### src/rtl/core/psm_pkg.sv
package psm_pkg;

  localparam int ID_W       = 14;
  localparam int EV_TIME_W  = 20;
  localparam int MAX_ADMIT  = 16;
  localparam int ADM_W      = $clog2(MAX_ADMIT + 1);
  localparam logic [7:0] QUANTUM_RST = 8'd5;

  typedef struct packed {
    logic            action;
    logic [ID_W-1:0] job_id;
    logic [ID_W-1:0] burst_time;
    logic [ID_W-1:0] arrival_time;
    logic [ID_W-1:0] job_priority;
  } job_word_t;

  typedef struct packed {
    logic [2:0]           event_res;
    logic [ID_W-1:0]      event_job;
    logic [EV_TIME_W-1:0] event_time;
    logic                 last;
  } event_word_t;

  // one queue entry; arr_or_used is arrival while pending, ticks used once ready
  typedef struct packed {
    logic [ID_W-1:0] id;
    logic [ID_W-1:0] burst;
    logic [ID_W-1:0] arr_or_used;
    logic [ID_W-1:0] prio;
  } slot_t;

  typedef enum logic [2:0] {
    EV_ACCEPTED, EV_PEND_FULL, EV_ADMITTED, EV_DISPATCHED,
    EV_TERMINATED, EV_REQUEUED, EV_IDLE_TICK, EV_ALL_EMPTY
  } ev_code_t;

  typedef enum logic [1:0] {POL_RR, POL_FCFS, POL_SJF, POL_PRIO} policy_t;

  typedef enum logic [0:0] {CFG_POLICY, CFG_QUANTUM} cfg_reg_t;

  typedef enum logic [0:0] {ACT_SUBMIT, ACT_ROUND} action_t;

  typedef enum logic [4:0] {
    OP_NONE, OP_LATCH, OP_SUBMIT, OP_ROUND_INIT, OP_PRD, OP_ADMIT, OP_KEEP,
    OP_PEND_SET, OP_IDLE_TICK, OP_RRD, OP_SCMP, OP_SEL_RD, OP_JOB_LAT,
    OP_SH_RD, OP_SH_WR, OP_RDEC, OP_RUN, OP_REQUEUE
  } op_t;

  typedef enum logic [3:0] {
    ST_IDLE, ST_SUB, ST_RSTART, ST_A_RD, ST_A_CHK, ST_A_END, ST_IDLE_T,
    ST_S_RD, ST_S_CHK, ST_D_RD, ST_D_LAT, ST_SH_CHK, ST_SH_WR, ST_D_EMIT,
    ST_D_RUN, ST_D_FIN
  } state_t;

  typedef struct packed {
    op_t      op;
    logic     emit;
    ev_code_t code;
    logic     last;
  } ctrl_cmd_t;

  typedef struct packed {
    logic    out_free;
    logic    p_empty;
    logic    p_full;
    logic    r_empty;
    logic    adm_ok;
    logic    i_last_p;
    logic    i_last_r;
    logic    sh_more;
    logic    job_term;
    policy_t policy;
  } dp_status_t;

endpackage

### src/rtl/core/process_scheduler_multi_policy.sv
// Multi-policy job scheduler. A submit word queues a job in a FIFO pending
// queue and answers accepted or pending full; a round word admits due jobs
// (up to 16 per round, while ready slots are free) and dispatches one job by
// round robin, first come first served, shortest burst or lowest priority
// value, ties to the earliest queued job, reporting every event with the
// simulated time. One item is in work at a time. A round walks every pending
// entry with a read and a check on the single pending memory port, and
// shifts down the ready entries behind the removed one; shortest burst and
// priority first search the ready entries for the minimum. Each event waits
// for the output register, so a stalled consumer holds the scheduler.
// Configuration is taken at any time but meant only while idle.
module process_scheduler_multi_policy #(
  parameter int PENDING_DEPTH = 16,
  parameter int READY_SLOTS   = 16,
  parameter int TIME_BITS     = 20
) (
  input  logic                  clk,
  input  logic                  rst,
  // job channel
  input  logic                  job_valid,
  output logic                  job_stall,
  input  psm_pkg::job_word_t    job_word,
  // event channel
  output logic                  event_valid,
  input  logic                  event_stall,
  output psm_pkg::event_word_t  event_word,
  // register writes
  input  logic                  cfg_valid,
  output logic                  cfg_ready,
  input  psm_pkg::cfg_reg_t     cfg_index,
  input  logic [7:0]            cfg_data
);
  import psm_pkg::*;

  ctrl_cmd_t  cmd;
  dp_status_t status;

  // registers accept a write every cycle
  assign cfg_ready = 1'b1;

  psm_ctrl u_ctrl (
    .clk       (clk),
    .rst       (rst),
    .job_valid (job_valid),
    .action    (job_word.action),
    .status    (status),
    .job_stall (job_stall),
    .cmd       (cmd)
  );

  psm_dp #(
    .PENDING_DEPTH (PENDING_DEPTH),
    .READY_SLOTS   (READY_SLOTS),
    .TIME_BITS     (TIME_BITS)
  ) u_dp (
    .clk         (clk),
    .rst         (rst),
    .job_word    (job_word),
    .cmd         (cmd),
    .cfg_valid   (cfg_valid && cfg_ready),
    .cfg_index   (cfg_index),
    .cfg_data    (cfg_data),
    .event_stall (event_stall),
    .event_valid (event_valid),
    .event_word  (event_word),
    .status      (status)
  );

endmodule

### src/rtl/core/psm_ctrl.sv
module psm_ctrl (
  input  logic                 clk,
  input  logic                 rst,
  input  logic                 job_valid,
  input  logic                 action,
  input  psm_pkg::dp_status_t  status,
  output logic                 job_stall,
  output psm_pkg::ctrl_cmd_t   cmd
);
  import psm_pkg::*;

  state_t state, state_next;

  always_ff @(posedge clk) begin
    if (rst) begin
      state <= ST_IDLE;
    end else begin
      state <= state_next;
    end
  end

  always_comb begin
    state_next = state;
    cmd.op     = OP_NONE;
    cmd.emit   = 1'b0;
    cmd.code   = EV_ACCEPTED;
    cmd.last   = 1'b0;
    job_stall  = (state != ST_IDLE);
    case (state)
      ST_IDLE: begin
        if (job_valid) begin
          cmd.op     = OP_LATCH;
          state_next = (action == ACT_ROUND) ? ST_RSTART : ST_SUB;
        end
      end
      ST_SUB: begin
        cmd.op     = OP_SUBMIT;
        cmd.emit   = 1'b1;
        cmd.code   = status.p_full ? EV_PEND_FULL : EV_ACCEPTED;
        cmd.last   = 1'b1;
        state_next = ST_IDLE;
      end
      ST_RSTART: begin
        if (status.p_empty && status.r_empty) begin
          cmd.emit   = 1'b1;
          cmd.code   = EV_ALL_EMPTY;
          cmd.last   = 1'b1;
          state_next = ST_IDLE;
        end else begin
          cmd.op     = OP_ROUND_INIT;
          state_next = status.p_empty ? ST_A_END : ST_A_RD;
        end
      end
      ST_A_RD: begin
        cmd.op     = OP_PRD;
        state_next = ST_A_CHK;
      end
      ST_A_CHK: begin
        if (status.adm_ok) begin
          cmd.op   = OP_ADMIT;
          cmd.emit = 1'b1;
          cmd.code = EV_ADMITTED;
        end else begin
          cmd.op   = OP_KEEP;
        end
        state_next = status.i_last_p ? ST_A_END : ST_A_RD;
      end
      ST_A_END: begin
        cmd.op = OP_PEND_SET;
        if (status.r_empty) begin
          state_next = ST_IDLE_T;
        end else if (status.policy == POL_SJF || status.policy == POL_PRIO) begin
          state_next = ST_S_RD;
        end else begin
          state_next = ST_D_RD;
        end
      end
      ST_IDLE_T: begin
        cmd.op     = OP_IDLE_TICK;
        cmd.emit   = 1'b1;
        cmd.code   = EV_IDLE_TICK;
        cmd.last   = 1'b1;
        state_next = ST_IDLE;
      end
      ST_S_RD: begin
        cmd.op     = OP_RRD;
        state_next = ST_S_CHK;
      end
      ST_S_CHK: begin
        cmd.op     = OP_SCMP;
        state_next = status.i_last_r ? ST_D_RD : ST_S_RD;
      end
      ST_D_RD: begin
        cmd.op     = OP_SEL_RD;
        state_next = ST_D_LAT;
      end
      ST_D_LAT: begin
        cmd.op     = OP_JOB_LAT;
        state_next = ST_SH_CHK;
      end
      ST_SH_CHK: begin
        if (status.sh_more) begin
          cmd.op     = OP_SH_RD;
          state_next = ST_SH_WR;
        end else begin
          cmd.op     = OP_RDEC;
          state_next = ST_D_EMIT;
        end
      end
      ST_SH_WR: begin
        cmd.op     = OP_SH_WR;
        state_next = ST_SH_CHK;
      end
      ST_D_EMIT: begin
        cmd.emit   = 1'b1;
        cmd.code   = EV_DISPATCHED;
        state_next = ST_D_RUN;
      end
      ST_D_RUN: begin
        cmd.op     = OP_RUN;
        state_next = ST_D_FIN;
      end
      ST_D_FIN: begin
        cmd.emit = 1'b1;
        cmd.last = 1'b1;
        if (status.policy == POL_RR && !status.job_term) begin
          cmd.op   = OP_REQUEUE;
          cmd.code = EV_REQUEUED;
        end else begin
          cmd.code = EV_TERMINATED;
        end
        state_next = ST_IDLE;
      end
      default: begin
        state_next = ST_IDLE;
      end
    endcase
    // hold while the output register is still occupied
    if (cmd.emit && !status.out_free) begin
      cmd.op     = OP_NONE;
      cmd.emit   = 1'b0;
      state_next = state;
    end
  end

endmodule

### src/rtl/core/psm_dp.sv
module psm_dp #(
  parameter int PENDING_DEPTH = 16,
  parameter int READY_SLOTS   = 16,
  parameter int TIME_BITS     = 20
) (
  input  logic                  clk,
  input  logic                  rst,
  input  psm_pkg::job_word_t    job_word,
  input  psm_pkg::ctrl_cmd_t    cmd,
  input  logic                  cfg_valid,
  input  psm_pkg::cfg_reg_t     cfg_index,
  input  logic [7:0]            cfg_data,
  input  logic                  event_stall,
  output logic                  event_valid,
  output psm_pkg::event_word_t  event_word,
  output psm_pkg::dp_status_t   status
);
  import psm_pkg::*;

  localparam int PIW = $clog2(PENDING_DEPTH);
  localparam int PCW = $clog2(PENDING_DEPTH + 1);
  localparam int RIW = $clog2(READY_SLOTS);
  localparam int RCW = $clog2(READY_SLOTS + 1);
  localparam int IW  = (PCW > RCW) ? PCW : RCW;
  localparam logic [TIME_BITS-1:0] TIME_MAX = {TIME_BITS{1'b1}};

  slot_t pmem [PENDING_DEPTH];
  slot_t rmem [READY_SLOTS];
  slot_t prd, rrd, job;
  job_word_t jw;

  logic [PCW-1:0] pcount, keep;
  logic [RCW-1:0] rcount;
  logic [IW-1:0]  idx, idx_inc;
  logic [RIW-1:0] sel, k;
  logic [RCW-1:0] k_inc;
  logic [ADM_W-1:0] admitted;
  logic [ID_W-1:0]  best, key;
  logic [TIME_BITS-1:0] sim_time, t_new;
  policy_t    policy;
  logic [7:0] quantum;

  logic           p_we, p_re, r_we, r_re;
  logic [PIW-1:0] p_waddr, p_raddr;
  logic [RIW-1:0] r_waddr, r_raddr;
  slot_t          p_wdata, r_wdata;

  logic [7:0]      q;
  logic [ID_W-1:0] rem_rr, rem_full, run, d;
  logic [TIME_BITS:0] sum;
  logic [TIME_BITS+EV_TIME_W-1:0] time_ext;
  logic [ID_W-1:0] ev_job;

  assign idx_inc = idx + 1'b1;
  assign k_inc   = RCW'(k) + 1'b1;
  assign key     = (policy == POL_SJF) ? rrd.burst : rrd.prio;

  // run length of the dispatched job
  assign q        = (quantum == 8'd0) ? 8'd1 : quantum;
  assign rem_rr   = (job.arr_or_used < job.burst) ? job.burst - job.arr_or_used : ID_W'(1);
  assign rem_full = (job.arr_or_used < job.burst) ? job.burst - job.arr_or_used : '0;
  assign run      = (rem_rr < ID_W'(q)) ? rem_rr : ID_W'(q);

  always_comb begin
    if (cmd.op == OP_IDLE_TICK) begin
      d = ID_W'(1);
    end else if (policy == POL_RR) begin
      d = run;
    end else begin
      d = rem_full;
    end
  end

  assign sum   = {1'b0, sim_time} + (TIME_BITS + 1)'(d);
  assign t_new = (sum >= {1'b0, TIME_MAX}) ? TIME_MAX : sum[TIME_BITS-1:0];

  always_comb begin
    p_we    = 1'b0;
    p_re    = 1'b0;
    r_we    = 1'b0;
    r_re    = 1'b0;
    p_waddr = keep[PIW-1:0];
    p_raddr = idx[PIW-1:0];
    r_waddr = rcount[RIW-1:0];
    r_raddr = idx[RIW-1:0];
    p_wdata = prd;
    r_wdata = job;
    case (cmd.op)
      OP_SUBMIT: begin
        p_we    = !status.p_full;
        p_waddr = pcount[PIW-1:0];
        p_wdata = '{id: jw.job_id, burst: jw.burst_time,
                    arr_or_used: jw.arrival_time, prio: jw.job_priority};
      end
      OP_PRD:  p_re = 1'b1;
      OP_KEEP: p_we = 1'b1;
      OP_ADMIT: begin
        r_we    = 1'b1;
        r_wdata = '{id: prd.id, burst: prd.burst, arr_or_used: '0, prio: prd.prio};
      end
      OP_RRD: r_re = 1'b1;
      OP_SEL_RD: begin
        r_re    = 1'b1;
        r_raddr = sel;
      end
      OP_SH_RD: begin
        r_re    = 1'b1;
        r_raddr = k_inc[RIW-1:0];
      end
      OP_SH_WR: begin
        r_we    = 1'b1;
        r_waddr = k;
        r_wdata = rrd;
      end
      OP_REQUEUE: r_we = 1'b1;
      default: ;
    endcase
  end

  always_ff @(posedge clk) begin
    if (p_we) pmem[p_waddr] <= p_wdata;
    if (p_re) prd <= pmem[p_raddr];
    if (r_we) rmem[r_waddr] <= r_wdata;
    if (r_re) rrd <= rmem[r_raddr];
  end

  always_ff @(posedge clk) begin
    if (rst) begin
      pcount   <= '0;
      rcount   <= '0;
      sim_time <= '0;
      policy   <= POL_RR;
      quantum  <= QUANTUM_RST;
    end else begin
      if (cfg_valid) begin
        case (cfg_index)
          CFG_POLICY:  policy  <= policy_t'(cfg_data[1:0]);
          CFG_QUANTUM: quantum <= cfg_data;
          default: ;
        endcase
      end
      case (cmd.op)
        OP_SUBMIT:    if (!status.p_full) pcount <= pcount + 1'b1;
        OP_ADMIT:     rcount <= rcount + 1'b1;
        OP_PEND_SET:  pcount <= keep;
        OP_IDLE_TICK: sim_time <= t_new;
        OP_RDEC:      rcount <= rcount - 1'b1;
        OP_RUN:       sim_time <= t_new;
        OP_REQUEUE:   rcount <= rcount + 1'b1;
        default: ;
      endcase
    end
  end

  // scan and job registers, no reset needed
  always_ff @(posedge clk) begin
    case (cmd.op)
      OP_LATCH: jw <= job_word;
      OP_ROUND_INIT: begin
        idx      <= '0;
        keep     <= '0;
        admitted <= '0;
      end
      OP_ADMIT: begin
        admitted <= admitted + 1'b1;
        idx      <= idx_inc;
      end
      OP_KEEP: begin
        keep <= keep + 1'b1;
        idx  <= idx_inc;
      end
      OP_PEND_SET: begin
        idx  <= '0;
        sel  <= '0;
        best <= '1;
      end
      OP_SCMP: begin
        if (key < best) begin
          best <= key;
          sel  <= idx[RIW-1:0];
        end
        idx <= idx_inc;
      end
      OP_SEL_RD:  k <= sel;
      OP_JOB_LAT: job <= rrd;
      OP_SH_WR:   k <= k_inc[RIW-1:0];
      OP_RUN:     if (policy == POL_RR) job.arr_or_used <= job.arr_or_used + run;
      default: ;
    endcase
  end

  always_comb begin
    case (cmd.code)
      EV_ACCEPTED, EV_PEND_FULL:               ev_job = jw.job_id;
      EV_ADMITTED:                             ev_job = prd.id;
      EV_DISPATCHED, EV_TERMINATED, EV_REQUEUED: ev_job = job.id;
      default:                                 ev_job = '0;
    endcase
  end

  assign time_ext = {{EV_TIME_W{1'b0}}, sim_time};

  always_ff @(posedge clk) begin
    if (rst) begin
      event_valid <= 1'b0;
    end else if (cmd.emit) begin
      event_valid <= 1'b1;
    end else if (!event_stall) begin
      event_valid <= 1'b0;
    end
  end

  always_ff @(posedge clk) begin
    if (cmd.emit) begin
      event_word.event_res  <= cmd.code;
      event_word.event_job  <= ev_job;
      event_word.event_time <= time_ext[EV_TIME_W-1:0];
      event_word.last       <= cmd.last;
    end
  end

  always_comb begin
    status.out_free = !event_valid || !event_stall;
    status.p_empty  = (pcount == '0);
    status.p_full   = (pcount == PCW'(PENDING_DEPTH));
    status.r_empty  = (rcount == '0);
    status.adm_ok   = (TIME_BITS'(prd.arr_or_used) <= sim_time)
                      && (rcount != RCW'(READY_SLOTS))
                      && (admitted != ADM_W'(MAX_ADMIT));
    status.i_last_p = (idx_inc == IW'(pcount));
    status.i_last_r = (idx_inc == IW'(rcount));
    status.sh_more  = (k_inc < rcount);
    status.job_term = (job.arr_or_used >= job.burst);
    status.policy   = policy;
  end

endmodule
### config.mk
export PLATFORM = sky130hd
export DESIGN_NAME = process_scheduler_multi_policy
export DESIGN_NICKNAME = d
export VERILOG_FILES = /design/src/rtl/core/psm_pkg.sv /design/src/rtl/core/process_scheduler_multi_policy.sv /design/src/rtl/core/psm_ctrl.sv /design/src/rtl/core/psm_dp.sv
export SDC_FILE = /design/constraint.sdc
export NUM_CORES = 2
export LEC_CHECK = 0
export ABC_AREA = 0
export BUFFER_PORTS_ARGS = -buffer_cell sky130_fd_sc_hd__clkbuf_2
export CAP_MARGIN = 40
export CORE_MARGIN = 8
export CORE_UTILIZATION = 40
export DETAILED_ROUTE_END_ITERATION = 8
export HOLD_SLACK_MARGIN = 0.1
export SYNTH_ARGS = -nofsm -noshare
export SYNTH_HDL_FRONTEND = slang
export SYNTH_SLANG_ARGS = --single-unit
### constraint.sdc
create_clock -name clk -period 8.2 [get_ports clk]
set_clock_uncertainty 0.2 [all_clocks]
set_input_delay 1.64 -clock clk [delete_from_list [all_inputs] [get_ports clk]]
set_output_delay 1.64 -clock clk [all_outputs]
set_load 0.02 [all_outputs]
* Word-level counts from Yosys, hierarchy flattened *
Memories as Yosys holds them, arrays and structs flattened. A register that Yosys moved wholly into a read port is not among the register bits.
Index checks and enable logic that the tools add are counted.

storage, ports and cells
  bits in latches = 0
  RAM bits = 1792
  bits in read-only memories = 0
  memories kept = 2
  bits of input ports = 71
  bits in registers = 232
  output and inout port bits = 41

memories
  name       words  bits a word  rd ports  clocked after memory_dff  wr ports  line          source
  u_dp.pmem  16     56           1         1                         1         psm_dp.sv:27  slot_t pmem [PENDING_DEPTH];
  u_dp.rmem  16     56           1         1                         1         psm_dp.sv:28  slot_t rmem [READY_SLOTS];

cells by class
  magnitude comparators = 7
  muxes and demuxes = 60
  reductions and logical operators = 43
  bitwise gates (word level) = 2
  multiply operators = 0
  shifts and indexed selects = 0
  add/sub/neg operators = 10
  div/mod/pow operators = 0
  eq/ne operators = 49

operator list
  kind                                                                      count
  14-bit two-way mux                                                        8
  56-bit case mux with 2 select lines                                       1
  5-bit case mux with 15 select lines                                       1
  56-bit two-way mux                                                        1
  14-bit case mux with 2 select lines                                       2
  4-bit case mux with 13 select lines                                       1
  5-bit case mux with 2 select lines                                        5
  14-bit case mux with 3 select lines                                       1
  5-bit by 4-bit equality test with 1-bit output (second input constant)    8
  4-bit two-way mux                                                         9
  4-bit equality test (second input constant)                               8
  14-bit < comparator                                                       2
  5-bit by 1-bit adder with 5-bit output (second input constant)            5
  4-bit case mux with 2 select lines                                        3
  4-bit case mux with 6 select lines                                        1
  20-bit by 14-bit adder with 21-bit output                                 1
  21-bit by 20-bit >= comparator with 1-bit output (second input constant)  1
  5-bit by 3-bit equality test with 1-bit output (second input constant)    4
  14-bit by 20-bit less-or-equal comparator with 1-bit output               1
  20-bit two-way mux                                                        1
  4-bit by 3-bit equality test with 1-bit output (second input constant)    4
  2-bit nonzero test                                                        8
  5-bit equality test (second input constant)                               3
  5-bit two-way mux                                                         3
  38 further kinds                                                          89

* Longest topological paths before layout *
  depth after elaboration = 12
  depth in mapped cells = 35
  depth with buffers taken out = 34

* Cells and area by module *
Synthesis repeated with hierarchy kept, for this count alone.

second synthesis, totals
  cells, all modules = 5261
  area, all modules = 86754.5 um2

modules (own cells, without submodules)
  module                          times used  cells an instance  area each (um2)
  psm_dp                          1           5151               86027.5
  psm_ctrl                        1           108                715.7
  process_scheduler_multi_policy  1           2                  11.3

* Worst setup path after synthesis *
No wires, ideal clock.

  kind = in2reg
  start point = input port job_valid
  end point = register u_dp.rrd[0] (netlist name)
  arrival = 7.248 ns
  stages on the path = 8
  path slack = 0.195 ns
  cell sequence = o21ai_0 > o31ai_1 > or3_1 > o21ai_4 > or3_1 > nor3_1 > a21oi_1 > o32ai_1

on the way
  word-level cells in the longest chain between the ends = 6

ends and longest elaborated chain
  element                                         line                                  source
  from (decl)                                     process_scheduler_multi_policy.sv:20  input logic job_valid,
  1-bit two-way mux *                             psm_ctrl.sv:31                        if (job_valid) begin
  5-bit case mux with 15 select lines *           psm_ctrl.sv:29                        case (state)
  6-bit two-way mux *                             psm_ctrl.sv:139                       if (cmd.emit && !status.out_free) begin
  5-bit by 4-bit equality test with 1-bit output  psm_dp.sv:88                          case (cmd.op)
  3-bit OR reduction (no source line) *           --
  1-bit two-way mux *                             psm_dp.sv:88
  via u_dp.r_re                                   psm_dp.sv:43                          logic p_we, p_re, r_we, r_re;

Mark *: on every way through the listed nets, which the timed path passes. The rest lies on a longest branch.
A chain may end at the register's enable or synchronous reset.

* Final worst setup path *
  start point = register u_dp.job[28] (netlist name)
  end point = register u_dp.sim_time[17]

on the way
  word-level cells in the longest chain between the ends = 11

ends and longest elaborated chain
  element                                                                             line           source
  from (decl)                                                                         psm_dp.sv:29   slot_t prd, rrd, job;
  from (signal assigned)                                                              psm_dp.sv:185  OP_JOB_LAT: job <= rrd;
  branches (longest 11 deep; another with 20-bit by 14-bit adder with 21-bit output)  --
  to (signal assigned)                                                                psm_dp.sv:146  OP_IDLE_TICK: sim_time <= t_new;
  to (signal assigned)                                                                psm_dp.sv:148  OP_RUN: sim_time <= t_new;
  to (decl)                                                                           psm_dp.sv:39   logic [TIME_BITS-1:0] sim_time, t_new;

Several ways; the timed one is not identified.

==> metrics.md <==
| Metric | Value |
|---|---|
| Cells after Synth | 4,986 |
| Worst r2r src | u_dp.job[28] |
| Post-synth EDFFs | 2,091 |
| Critical Path End Type | register |
| Inst Count DP | 7,814 |
| DIE HEIGHT | 478 um |
| Pwr dens | 242 mW/mm^2 |
| Top-count cell post-synth | edfxtp_1 |
| Global-route wire length before repair | around 320,000 um |
| Relative slew slack | a little over a third |
| Largest net degree at the start of global routing | 99 |
| Leading area contributor after synthesis | edfxtp_1 |
| Dpl cell area | roughly 0.091 mm^2 |
| Clk_lat worst skew | 0.85 ns |
| Die area | between 0.2 and 0.25 mm^2 |
| Final Non-Filler Cells | 8,197 |
| Gr ovfl total | 0 |
| Hold Crit Endpoint | u_dp.quantum[3] |
| CTS buffer count | around 210 |
| P&R area growth vs syn | 14.2% |
| Maximum buffer depth of the clock tree | 3 |
| RSZ-0062 raised after global routing | no |
| # nets final | about 5,400 |
| Placer Congestion | 0.859 |
| Max IR drop VDD | roughly 230 uV |
| Core footprint | 0.212 mm^2 |
| DRT antenna net count | 0 |
| Avg Cell Area, Syn | about 17 um^2 |
| Total chip power | 23.6 mW |
| Post-CTS Hold Fix Bufs | 0 |
| Drt wl/cell | between 20 and 30 um |
| Hold Crit Depth | 2 |
| Critical Path AT | 8.04 ns |
| Worst Path Required | 8.71 ns |
| Cell count of the worst reg-to-reg path | 33 |
| Slew Viols, Final | 0 |
| FP Rows | 169 |
| Initial drt markers | 5,095 |
| Slowest-stage cell, CP | a211oi_1 |
| Crit Reg-Reg Endpoint | u_dp.sim_time[17] |
| Register area share after synthesis | 74.5% |
| 1st-pass router iterations | 7 |
| Startpoint Class | register |
| Die Width | approximately 480 um |
| Initial antenna violation count | 1 |
| Top cells by area, synth | edfxtp_1 73%, mux4_2 7.4%, nand2_1 2.7% |
| Status | complete, no violations |
| Final hold vios | 0 |
| Max-cap violations | 0 |
| Fmax | ~0.13 GHz |
| Fraction of registers with async set/reset | 0% |
| Area share of the largest cell type after synthesis | roughly 73% |
| Hpwl dp | 127,000 um |
| Unique masters post-synth | 84 |
| Drt via density | 5.71 |
| Final setup fails | 0 |
| Layout cell share with drive strength beyond 1 | between 15 and 20% |
| Number of global-route vias before repair | 47,000 |
| Yosys warnings | 0 |
| Worst slew pin tran | 0.967 ns |
| Crit Path Class | reg -> reg |
| Clock period minus final worst setup slack | 7.53 ns |
| Setup TNS | 0 ns |
| Ports | about 110 |
| Initial Utilization | 40.2% |
| Post-synthesis cell area | about 0.085 mm^2 |
| Hold WC Path Type | reg -> reg |
| CTS sink cnt | 2,136 |
| Pleak | 31.8 nW |
| Post-synth top cells | 2,091 x edfxtp_1, 618 x nand2_1, 351 x a21oi_1, 280 x mux4_2, 206 x a22oi_1 |
| All-layer global routing usage | about a fifth |
| DR DRC count | 0 |
| Crit-path max FO | 5 |
| R2R setup slack | around 0.67 ns |
| PortBufs | 110 |
| Most frequent CP cell | o21ai_0 |
| CTS tree | yes |
| Fin crit share | 91.8% |
| Drt total wl | 222,000 um |
| H-tree Lvls | 4 |
| Post-CTS Repair Setup Buffers | 0 |
| Clock slew at reported path FFs | 0.06 ns |
| Resized Gates After CTS | 0 |
| Worst path max stage delay | 0.46 ns |
| Vias | 46,800 |
| HP Start | u_dp.quantum[3] |
| Final Cell Area | 0.0976 mm^2 |
| Top_reg_cell synth | edfxtp_1 |
| Post-synthesis register bit count | 2,136 |
| Root Buffer | clkbuf_16 |
==> layer usage <==
layer	track usage [%]	up-vias	wire length [um]
met3	2.79	333	13400
met2	32.1	1674	110000
met5	0	-	0
met4	6.05	0	7290
li1	-	20200	-
met1	25.2	24500	91100
==> metrics by stage <==
stage	worst slack, ns	hold slack, ns	util [%]
3_3_place_gp	0.621	0.241	42.4
6_report	0.671	0.267	46.0
5_1_grt	0.0256	0.274	45.9
3_5_place_dp	0.675	0.242	42.8
2_1_floorplan	0.195	0.227	-
4_1_cts	0.621	0.264	45.9
==> area by class of cell <==
| class | instances | area [um^2] |
|---|---|---|
| sequential | 2136 | 63700 |
| inverter | 99 | 372 |
| multi-input combinational | 2486 | 20600 |
| fill | 18100 | 115000 |
| clock buffer | 240 | 5280 |
| clock inverter | 142 | 1490 |
| tap | 2821 | 3530 |
| timing repair buffer | 272 | 2600 |
| antenna | 1 | 2.50 |
==> registers in the layout (all words and copies together) (netlist names), 5 cells and up <==
register and count:
u_dp.keep 5, u_dp.admitted 5, u_dp.jw 56, u_dp.idx 5, u_dp.pmem 896, u_dp.quantum 8, u_dp.best 14, u_dp.pcount 5
u_dp.rmem 896, u_dp.sim_time 20, u_dp.event_word 38, u_dp.job 56, u_dp.rrd 56, u_dp.prd 56, u_dp.rcount 5
==> cell families (layout without fill, tap and decap cells) <==
group                      count (synthesis)  count (layout)  share of synthesized area, %
AOI/OAI and AO/OA                        848             848                          6.44
xor gates and xnor gates                  57              57                         0.584
adders and majority gates                 93              93                          1.40
buffers and inverters                    368             753                          1.95
DFF                                     2136            2136                          74.5
muxes                                    469             469                          9.70
other                                      2               7                       0.00879
and+or+nand+nor                         1013            1013                          5.37
==> how the worst max path moves through the flow <==
stage	from	endpoint
after floorplan	job_valid	u_dp.rrd[0]
after global placement	u_dp.job[28]	u_dp.job[26]
after detailed placement	u_dp.job[14]	u_dp.job[26]
after CTS	u_dp.job[14]	u_dp.job[26]
after global routing	u_dp.job[28]	u_dp.sim_time[5]
final	u_dp.job[28]	u_dp.sim_time[17]
==> worst max-delay path: cells and delay by family, from the launching register on <==
kind,cells,cell delay [ns]
AOI/OAI and AO/OA,17,4.18
adders and majority gates,5,1.45
DFF,1,0.38
buffers and inverters,3,0.19
and+or+nand+nor,8,1.00
==> cells in the final DEF (no fill, tap or decap), types with 32 or more instances in the layout <==
master / instances
buf_4: 106
ha_1: 89
and4_1: 58
a32oi_1: 59
a21oi_1: 350
mux2i_1: 113
inv_1: 98
mux4_2: 280
mux2_2: 74
nor2_4: 37
edfxtp_1: 2091
clkbuf_16: 206
clkbuf_2: 110
clkinv_1: 55
dfxtp_1: 45
clkinv_2: 39
a22oi_1: 206
nand2_1: 617
buf_12: 38
clkbuf_1: 34
nor3_1: 40
xnor2_1: 32
o21ai_0: 55
nor2_1: 89
==> report_power, final <==
| group | internal [mW] | total [mW] | switching (mW) |
|---|---|---|---|
| clock network | 5.42 | 9.55 | 4.13 |
| logic | 0.616 | 1.72 | 1.10 |
| registers | 12.2 | 12.4 | 0.105 |
Power figures use the tool's default switching activity.
